==> config.mk <==
export PLATFORM = sky130hd
export DESIGN_NAME = waveform_shape_morph
export DESIGN_NICKNAME = d
export VERILOG_FILES = /design/src/design/wsm_pkg.sv /design/src/design/waveform_shape_morph.sv
export SDC_FILE = /design/constraint.sdc
export NUM_CORES = 2
export LEC_CHECK = 0
export CORE_UTILIZATION = 57
export DETAILED_ROUTE_END_ITERATION = 6
export DONT_BUFFER_PORTS = 1
export GPL_TIMING_DRIVEN = 0
export HOLD_SLACK_MARGIN = 0.05
export PLACE_DENSITY = 0.84
export SYNTH_ARGS = -nofsm -noshare
export SYNTH_HDL_FRONTEND = slang
export SYNTH_SLANG_ARGS = --single-unit
==> constraint.sdc <==
create_clock -name i_clk -period 13.8 [get_ports i_clk]
set_clock_uncertainty 0.15 [all_clocks]
set_input_delay 2.76 -clock i_clk [delete_from_list [all_inputs] [get_ports i_clk]]
set_output_delay 2.76 -clock i_clk [all_outputs]
set_load 0.03 [all_outputs]
==> src/design/wsm_pkg.sv <==
// wsm_pkg: widths, polynomial constants and shape codes for the waveform
// shape morph pipeline. No dependencies.
`default_nettype none

package wsm_pkg;

    localparam int PHASE_W  = 32;
    localparam int MORPH_W  = 8;
    localparam int SAMPLE_W = 32;

    // register stages in the pipeline
    localparam int NSTG = 6;

    // polynomial sine, Q12 result
    localparam int SIN_X_W   = 14;              // offset angle within a half circle
    localparam int SIN_SQ_W  = 15;              // (d*d) >> 12, up to 16384
    localparam int SIN_Y_W   = 15;              // inner term, 16384..19900
    localparam int SIN_OUT_W = 14;              // signed Q12, -4096..4096
    localparam int SIN_SHIFT = 17;

    localparam logic [SIN_X_W-1:0]   SIN_X_OFS = 14'h2000;
    localparam logic [SIN_Y_W-1:0]   SIN_B     = 15'd19900;
    localparam logic [11:0]          SIN_C     = 12'd3516;
    localparam logic [SIN_OUT_W-1:0] SIN_ONE   = 14'd4096;

    localparam logic [PHASE_W-1:0]  QUARTER = 32'h4000_0000;

    // shapes after the >> 8 ahead of the crossfade
    localparam int SHAPE_W = 24;
    localparam logic signed [SHAPE_W-1:0] PULSE_HI = 24'sh1F_FFFF;
    localparam logic signed [SHAPE_W-1:0] PULSE_LO = -24'sh20_0000;

    localparam logic [MORPH_W-1:0] FADE_MAX = 8'd255;

    typedef enum logic [1:0] {
        SH_SINE  = 2'd0,
        SH_SAW   = 2'd1,
        SH_TRI   = 2'd2,
        SH_PULSE = 2'd3
    } t_shape;

endpackage

`default_nettype wire

==> src/design/waveform_shape_morph.sv <==
// waveform_shape_morph: morphing oscillator waveshaper, six-stage pipeline.
// Depends on wsm_pkg.
//
//   channel | handshake          | beat fields
//   --------+--------------------+---------------------------
//   in      | i_valid / o_ready  | i_phase[31:0], i_morph[7:0]
//   out     | o_valid / i_ready  | o_sample[31:0] (signed)
//
// Six register stages, one beat per cycle sustained while i_ready stays high;
// the depth is set by the three dependent multiplies of the sine polynomial
// plus shape select, weighting and sum.
// Synchronous active-low reset clears the stage valid bits only.
// Each stage holds while the one after it is full and stalled; bubbles
// collapse, so input is taken while a result waits if any stage is empty.
`default_nettype none

module waveform_shape_morph (
    input  wire logic                                i_clk,
    input  wire logic                                i_rst_n,
    input  wire logic                                i_valid,
    output logic                                     o_ready,
    input  wire logic [wsm_pkg::PHASE_W-1:0]         i_phase,
    input  wire logic [wsm_pkg::MORPH_W-1:0]         i_morph,
    output logic                                     o_valid,
    input  wire logic                                i_ready,
    output logic signed [wsm_pkg::SAMPLE_W-1:0]      o_sample
);
    import wsm_pkg::*;

    logic [NSTG-1:0] r_v;
    logic [NSTG-1:0] w_rdy;

    always_comb begin
        w_rdy[NSTG-1] = !r_v[NSTG-1] || i_ready;
        for (int k = NSTG-2; k >= 0; k--) begin
            w_rdy[k] = !r_v[k] || w_rdy[k+1];
        end
    end

    assign o_ready = w_rdy[0];
    assign o_valid = r_v[NSTG-1];

    always_ff @(posedge i_clk) begin
        if (!i_rst_n) begin
            r_v <= '0;
        end else begin
            if (w_rdy[0]) begin
                r_v[0] <= i_valid;
            end
            for (int k = 1; k < NSTG; k++) begin
                if (w_rdy[k]) begin
                    r_v[k] <= r_v[k-1];
                end
            end
        end
    end

    // ---------------- stage 1: d squared, morph split
    logic signed [SIN_X_W-1:0]     w_d;
    logic signed [2*SIN_X_W-1:0]   w_dd;
    logic [9:0]                    w_t;
    logic [MORPH_W-1:0]            w_frac;
    logic [MORPH_W-1:0]            n_f;

    assign w_d    = $signed(i_phase[SIN_SHIFT+SIN_X_W-1:SIN_SHIFT] - SIN_X_OFS);
    assign w_dd   = w_d * w_d;
    assign w_t    = {1'b0, i_morph, 1'b0} + {2'b00, i_morph};
    assign w_frac = w_t[7:0];
    assign n_f    = (w_frac != '0 && w_frac != FADE_MAX) ? w_frac + 8'd1 : w_frac;

    logic [SIN_SQ_W-1:0]  r1_sq;
    logic [PHASE_W-1:0]   r1_phase;
    logic [1:0]           r1_idx;
    logic [MORPH_W-1:0]   r1_f;

    always_ff @(posedge i_clk) begin
        if (w_rdy[0]) begin
            r1_sq    <= w_dd[SIN_SQ_W+11:12];
            r1_phase <= i_phase;
            r1_idx   <= w_t[9:8];
            r1_f     <= n_f;
        end
    end

    // ---------------- stage 2: inner polynomial term
    logic [SIN_SQ_W+11:0] w_p2;
    assign w_p2 = 27'(r1_sq) * 27'(SIN_C);

    logic [SIN_SQ_W-1:0]  r2_sq;
    logic [SIN_Y_W-1:0]   r2_y;
    logic [PHASE_W-1:0]   r2_phase;
    logic [1:0]           r2_idx;
    logic [MORPH_W-1:0]   r2_f;

    always_ff @(posedge i_clk) begin
        if (w_rdy[1]) begin
            r2_sq    <= r1_sq;
            r2_y     <= SIN_B - 15'(w_p2[SIN_SQ_W+11:14]);
            r2_phase <= r1_phase;
            r2_idx   <= r1_idx;
            r2_f     <= r1_f;
        end
    end

    // ---------------- stage 3: outer term, half-circle sign
    logic [SIN_SQ_W+SIN_Y_W-1:0] w_p3;
    logic [SIN_OUT_W-1:0]        w_y2;
    assign w_p3 = 30'(r2_sq) * 30'(r2_y);
    assign w_y2 = SIN_ONE - w_p3[SIN_OUT_W+15:16];

    logic signed [SIN_OUT_W-1:0] r3_sine;
    logic [PHASE_W-1:0]          r3_phase;
    logic [1:0]                  r3_idx;
    logic [MORPH_W-1:0]          r3_f;

    always_ff @(posedge i_clk) begin
        if (w_rdy[2]) begin
            r3_sine  <= r2_phase[PHASE_W-1] ? $signed(-w_y2) : $signed(w_y2);
            r3_phase <= r2_phase;
            r3_idx   <= r2_idx;
            r3_f     <= r2_f;
        end
    end

    // ---------------- stage 4: build shapes, pick the pair
    logic signed [PHASE_W-1:0] w_sin32;
    logic signed [PHASE_W-1:0] w_sin_s;
    logic signed [PHASE_W-1:0] w_saw_s;
    logic [PHASE_W-1:0]        w_tri_a;
    logic signed [PHASE_W-1:0] w_tri_s;
    logic signed [SHAPE_W-1:0] w_sh [4];
    logic signed [SHAPE_W-1:0] w_lo;
    logic signed [SHAPE_W-1:0] w_hi;

    assign w_sin32 = PHASE_W'(r3_sine) <<< SIN_SHIFT;
    assign w_sin_s = w_sin32 >>> 8;
    assign w_saw_s = $signed(r3_phase) >>> 10;
    assign w_tri_a = (r3_phase[PHASE_W-1] ? ~r3_phase : r3_phase) - QUARTER;
    assign w_tri_s = $signed(w_tri_a) >>> 9;

    assign w_sh[SH_SINE]  = w_sin_s[SHAPE_W-1:0];
    assign w_sh[SH_SAW]   = w_saw_s[SHAPE_W-1:0];
    assign w_sh[SH_TRI]   = w_tri_s[SHAPE_W-1:0];
    assign w_sh[SH_PULSE] = r3_phase[PHASE_W-1] ? PULSE_LO : PULSE_HI;

    always_comb begin
        case (r3_idx)
            SH_SINE: begin
                w_lo = w_sh[SH_SINE];
                w_hi = w_sh[SH_SAW];
            end
            SH_SAW: begin
                w_lo = w_sh[SH_SAW];
                w_hi = w_sh[SH_TRI];
            end
            default: begin
                // index tops out at triangle/pulse
                w_lo = w_sh[SH_TRI];
                w_hi = w_sh[SH_PULSE];
            end
        endcase
    end

    logic signed [SHAPE_W-1:0] r4_lo;
    logic signed [SHAPE_W-1:0] r4_hi;
    logic [MORPH_W-1:0]        r4_wlo;
    logic [MORPH_W-1:0]        r4_whi;

    always_ff @(posedge i_clk) begin
        if (w_rdy[3]) begin
            r4_lo  <= w_lo;
            r4_hi  <= w_hi;
            r4_wlo <= FADE_MAX - r3_f;
            r4_whi <= r3_f;
        end
    end

    // ---------------- stage 5: weight both shapes
    logic signed [SAMPLE_W:0] w_plo;
    logic signed [SAMPLE_W:0] w_phi;
    assign w_plo = r4_lo * $signed({1'b0, r4_wlo});
    assign w_phi = r4_hi * $signed({1'b0, r4_whi});

    logic signed [SAMPLE_W-1:0] r5_plo;
    logic signed [SAMPLE_W-1:0] r5_phi;

    always_ff @(posedge i_clk) begin
        if (w_rdy[4]) begin
            r5_plo <= w_plo[SAMPLE_W-1:0];
            r5_phi <= w_phi[SAMPLE_W-1:0];
        end
    end

    // ---------------- stage 6: sum, output register
    logic signed [SAMPLE_W-1:0] r6_sample;

    always_ff @(posedge i_clk) begin
        if (w_rdy[5]) begin
            r6_sample <= r5_plo + r5_phi;
        end
    end

    assign o_sample = r6_sample;

`ifndef SYNTHESIS
    a_take_fills: assert property (@(posedge i_clk) disable iff (!i_rst_n)
        i_valid && o_ready |=> r_v[0])
        else $error("accepted beat did not reach first stage");

    a_stall_holds: assert property (@(posedge i_clk) disable iff (!i_rst_n)
        r_v[NSTG-1] && r_v[NSTG-2] && !i_ready |=> r_v[NSTG-2] && r_v[NSTG-1])
        else $error("stalled pipeline dropped a beat");

    a_sine_range: assert property (@(posedge i_clk) disable iff (!i_rst_n)
        r_v[2] |-> (r3_sine <= 14'sd4096) && (r3_sine >= -14'sd4096))
        else $error("sine polynomial out of range");

    a_pair_index: assert property (@(posedge i_clk) disable iff (!i_rst_n)
        r_v[2] |-> r3_idx != SH_PULSE)
        else $error("pair index beyond triangle");
`endif

endmodule

`default_nettype wire

# Word level (Yosys, flattened, before mapping)
# Index checks and enable logic that the tools add are counted.
word_totals:
  elab_cells: 64
  inputBits: 44
  register_bits: 351
op_classes:
  n_eq_ne: 2
  n_mul: 5
  bitwise: 1
  n_mux: 6
  n_addsub: 9
  reduce_logical: 15
ops:
  columns: ["op", "count"]
  rows:
  - ["one-hot mux 24 bit (2 select lines)", 2]
  - ["multiplier 24 x 9 -> 32 bit", 2]
  - ["adder 32 bit", 1]
  - ["2-to-1 mux 32 bit", 1]
  - ["NOT 32 bit", 1]
  - ["subtractor 32 x 31 -> 32 bit (second input constant)", 1]
  - ["multiplier 15 x 15 -> 30 bit", 1]
  - ["multiplier 14 x 14 -> 27 bit", 1]
  - ["multiplier 15 x 10 -> 25 bit (second input constant)", 1]
  - ["2-to-1 mux 24 bit", 1]
  - ["subtractor 15 x 13 -> 15 bit (first input constant)", 1]
  - ["2-to-1 mux 14 bit", 1]
  - ["negator 14 bit", 1]
  - ["subtractor 13 x 14 -> 14 bit (first input constant)", 1]
  - ["subtractor 14 bit (second input constant)", 1]
  - ["adder 9 x 8 -> 10 bit", 1]
  - ["adder 8 x 1 -> 8 bit (second input constant)", 1]
  - ["2-to-1 mux 8 bit", 1]
  - ["!= test 8 bit (second input constant)", 1]
  - ["nonzero test 8 bit", 1]
  - ["subtractor 8 bit (first input constant)", 1]
  - ["logical NOT 1 bit", 6]
  - ["logical OR 1 bit", 6]
  - ["== test 2 x 1 -> 1 bit (second input constant)", 1]
  - ["other kinds (2)", 2]

# Longest topological paths before layout
logic_depth:
  word_depth: 7
  mapped_depth: 30
  depth_no_buf: 29

# Worst setup path after synthesis
# Ideal clock, no wire load.
synth_path:
  path_type: "input to register"
  startpoint: "input port i_phase[21] (netlist bit)"
  endpoint: "register r1_sq[14], data pin"
  path_slack_ns: 5.270
  arrival_ns: 8.120
  required_ns: 13.390
  setup_time_ns: 0.260
  path_stages: 22
  cell_sequence: "clkbuf_1 -> and2_1 -> fa_1 -> inv_1 -> fa_1 -> inv_1 -> fa_1 -> inv_1 -> fa_1 -> inv_1 -> fa_1 -> fa_1 -> ha_1 -> a21o_1 -> a21o_1 -> a22oi_1 -> a21oi_1 -> o31ai_1 -> o21ai_0 -> a311o_1 -> a21oi_1 -> xnor2_1"
synth_via:
  elab_chain_cells: 2
synth_rtl:
  columns: ["element", "line_no", "source"]
  rows:
  - ["start: declaration", "waveform_shape_morph.sv:22", "input wire logic [wsm_pkg::PHASE_W-1:0] i_phase,"]
  - ["subtractor 14 bit", "waveform_shape_morph.sv:65", "assign w_d = $signed(i_phase[SIN_SHIFT+SIN_X_W-1:SIN_SHIFT] - SIN_X_OFS);"]
  - ["multiplier 14 x 14 -> 27 bit", "waveform_shape_morph.sv:66", "assign w_dd = w_d * w_d;"]
  - ["net w_dd[26]", "waveform_shape_morph.sv:60", "logic signed [2*SIN_X_W-1:0] w_dd;"]
  - ["end signal: assignment", "waveform_shape_morph.sv:78", "r1_sq <= w_dd[SIN_SQ_W+11:12];"]
  - ["end: declaration", "waveform_shape_morph.sv:71", "logic [SIN_SQ_W-1:0] r1_sq;"]
# The timed path passes the listed nets, and every way through them passes these cells.
# A chain may end at the register's enable or synchronous reset.

# Worst setup path after layout
layout_path:
  startpoint: "input port i_phase[22] (netlist bit)"
  endpoint: "register r1_sq[14], data pin"
# Same word-level chain as after synthesis.

==> reports/results.md <==
| Metric | Reported | Unit |
| --- | --- | --- |
| Biggest area contributors in the synthesized netlist | fa_1 33%, edfxtp_1 22%, ha_1 12%, inv_1 7.9%, and2_1 6.2% | - |
| Post-placement worst setup slack | 4090 | ps |
| DR DRC count | 0 | - |
| Clock Path Buffers | 3 | - |
| Worst Setup SP | i_phase[22] | - |
| Setup bufs post-CTS | 0 | - |
| Row count | 99 | - |
| Core Box Area | 0.0735 | sq mm |
| CTS tree | built | - |
| Resized cells post-CTS | 0 | - |
| Top FF cell, synth | edfxtp_1 | - |
| Number of hold buffers added after cts | 0 | - |
| Unrepaired setup endpoints after global routing | no | - |
| Effective utilization at floorplan | 58.0 | % |
| All-layer global routing usage | 26.1 | % |
| Worst Hold Launch | r2_phase[12] | - |
| Number of cell instances on the worst register-to-register path | 29 | - |
| Clk pin slew, worst setup/hold paths | 70 | ps |
| Horizontal die dimension | 275 | um |
| Initial antenna violation count | 0 | - |
| Die Ht | 275 | um |
| Number of search-and-repair iterations in the first detailed-routing pass | 5 | - |
| Required @ worst endpoint | 13940 | ps |
| Number of warnings issued by yosys | 0 | - |
| Reg2Reg Capture Point | r3_sine[13] | - |
| Synth Instances | 4164 | - |
| Overall routed net length | 95000 | um |
| HPWL reported at the end of detailed placement | 78000 | um |
| RD Place Congestion | 0.961 | - |
| Number of vias after detailed routing | 28768 | - |
| Number of storage elements in the synthesis netlist | 321 | - |
| Share of synthesized area occupied by flip-flops and latches | 22.5 | % |
| Most frequent cell on the critical path | fa_1 | - |
| Wire length of the first global-routing pass | 155000 | um |
| Max stage delay on crit path | 620 | ps |
| Fraction of layout instances using a drive strength above 1 | 2.27 | % |
| R2r setup slk | 5450 | ps |
| Total of endpoints with negative setup slack in the final report | 0 | - |
| Mean Syn Cell Area | 10.2 | sq um |
| Buffers on Ports | 0 | - |
| Synth-to-layout area growth | 5.72 | % |
| Number of clock buffers inserted by TritonCTS | 35 | - |
| Kind of end point of the critical path | register | - |
| Worst hold path class | reg2reg | - |
| Setup TNS | 0 | ps |
| Synthesized net count | 5298 | - |
| Final Critical Period | 9270 | ps |
| Proportion of netlist area held by the largest area contributor | 32.7 | % |
| Peak fanout along the critical path | 10 | - |
| Routed wirelength normalized by instance count | 18.3 | um |
| Number of distinct library cell variants in the gate-level netlist after synthesis | 76 | - |
| Pin count of the biggest net entering global routing | 48 | - |
| Top Ports | 78 | - |
| Final Net Count | 5339 | - |
| Tcrit/Tclk final | 67.2 | % |
| Critical path capture point | r1_sq[14] | - |
| Fillers | 5653 | - |
| Number of DRC markers after the initial detailed-route iteration | 1942 | - |
| Arrival time at the worst endpoint | 9420 | ps |
| Min setup slack post-route | 4530 | ps |
| Ordered cell list for the critical path | clkbuf_1 > inv_1 > fa_1 > inv_1 > fa_1 > fa_1 > fa_1 > fa_1 > fa_1 > ha_1 > a21o_1 > a21o_1 > a22oi_1 > a21oi_1 > o31ai_1 > o21ai_0 > a311o_1 > a21oi_1 > xnor2_1 | - |
| Final ANT Viol Nets | 0 | - |
| Setup Crit Path Kind | in2reg | - |
| Post-DR vias/cell | 5.54 | - |
| Worst rel slew slack | 21.0 | % |
| Number of hold violations in the final report | 0 | - |
| Residual overflow from global routing | 0 | - |
| Post-synth EDFFs | 315 | - |
| Maximum level of the CTS H-tree | 2 | - |
| Measured slew at the worst slew-check pin | 1180 | ps |
| Final-report max-slew violation count | 0 | - |
| Core Util, Final | 61.3 | % |
| Max stage delay cell, worst path | fa_1 | - |
| Critical path launch point type | input port | - |
| Area of the die | 0.0758 | sq mm |
| Post-synth top area cell | fa_1 | - |
| Root buffer selected by CTS | clkbuf_16 | - |
| Number of sinks on the clock net | 321 | - |
| Run status | finished clean | - |
| Fmax | 108 | MHz |
| Post-Syn Area | 0.0426 | sq mm |
| Async set-or-reset flop fraction in the synthesized netlist | 0 | % |
| Vias in the first global route | 30571 | - |
| Number of max-capacitance violations reported | 0 | - |
| Insertion delay of the later-clocked pin in the worst-skew pair | 560 | ps |
| Reg-to-reg startpoint | r2_sq[9] | - |
| Hold Slack | 261 | ps |
[kinds of logic (layout without fill, tap and decap cells)]
| logic type | count (synthesis) | count (layout) | share of synthesized area, % |
|---|---|---|---|
| AND/OR/NAND/NOR | 1104 | 1104 | 13.3 |
| buffers and inverters | 1004 | 1071 | 8.85 |
| flip-flops | 321 | 321 | 22.5 |
| AO/OA/AOI/OAI | 430 | 430 | 6.60 |
| other | 0 | 1 | 0 |
| multiplexers | 10 | 10 | 0.247 |
| XOR/XNOR | 205 | 205 | 4.24 |
| adder cells (fa/ha/maj) | 1090 | 1090 | 44.3 |
[final cells by class]
type                       instances  area (sq um)  share of cell area (%)
sequential                       321          9580                    21.3
antenna                            1          2.50                 0.00556
inverter                         892          3350                    7.44
multi-input combinational       2839         29200                    65.0
clock inverter                    22           223                   0.495
clock buffer                      41           920                    2.04
timing repair buffer               4          80.1                   0.178
buffer                           112           420                   0.934
tap                              959          1200                    2.67
[metrics by stage]
step	instance area [sq um]	instances
after floorplan	42600	4164
after global placement	43800	5123
after detailed placement	43900	5127
after CTS	45000	5190
after global routing	45000	5190
final	45000	5191
[worst min-delay path by stage]
stage | slack, ps | end | cells past startpoint
finish | 260 | r3_phase[12] | 0
global route | 260 | r3_idx[1] | 0
CTS | 250 | r3_phase[29] | 0
detailed placement | 250 | r2_f[2] | 0
global placement | 250 | r3_phase[28] | 0
floorplan | 250 | r2_f[0] | 0
[cell usage after synthesis (4+ instances only)]
cell type	instances
edfxtp_1	315
o211ai_1	7
o21a_1	13
xnor2_1	136
clkbuf_1	106
o31a_1	4
o2111ai_1	4
nor2b_1	32
o21ai_1	5
or3_1	10
mux2_2	4
xor2_1	68
a211oi_1	23
dfxtp_1	6
nand2_1	365
and2_1	421
buf_1	6
a21boi_0	9
nor2_1	125
o21bai_1	14
nand2b_1	20
a21oi_1	141
nand3_1	29
mux2i_1	6
o22ai_1	21
or2_2	13
a211o_1	8
a41oi_1	4
a21o_1	61
inv_1	892
nand3b_1	7
and3_1	19
nand4_1	5
a31oi_1	11
nor3_1	38
o21ai_0	58
ha_1	395
fa_1	695
o31ai_1	8
[cells in the final DEF, fill, tap and decap left out, types with 111 or more instances in the layout]
cell type  count
a21oi_1      141
xnor2_1      136
clkbuf_1     111
ha_1         395
fa_1         695
and2_1       421
nor2_1       125
nand2_1      363
inv_1        890
edfxtp_1     315
[sequential cells by signal, summed over array words and instances (netlist names), 6 cells and up]
| name | cells |
|---|---|
| r4_whi | 8 |
| r5_plo | 32 |
| r3_f | 8 |
| r1_sq | 15 |
| r_v | 6 |
| r2_sq | 15 |
| r1_phase | 23 |
| r2_phase | 23 |
| r3_phase | 23 |
| r2_f | 8 |
| o_sample | 32 |
| r2_y | 15 |
| r5_phi | 32 |
| r4_hi | 22 |
| r4_lo | 23 |
| r3_sine | 14 |
| r4_wlo | 8 |
| r1_f | 8 |
[layer usage]
metal  track usage [%]  part of all wire, %  vias to the layer above
li1                  -                    -                    13132
met1              33.0                   39                    14322
met2              44.9                   50                     1086
met3              4.14                  7.2                      228
met4              10.4                  4.1                        0
met5                 0                    0                        -
[worst max-delay path: cells and delay by family]
family          cells  cell delay [ps]
compound gates      8             2250
xor+xnor            1              100
fa+ha+maj           7             3440
buf+inv             3              830
Power is left out: the tool's default activity adds up to more than one toggle a clock period on the data nets, which glitch-free logic cannot reach.
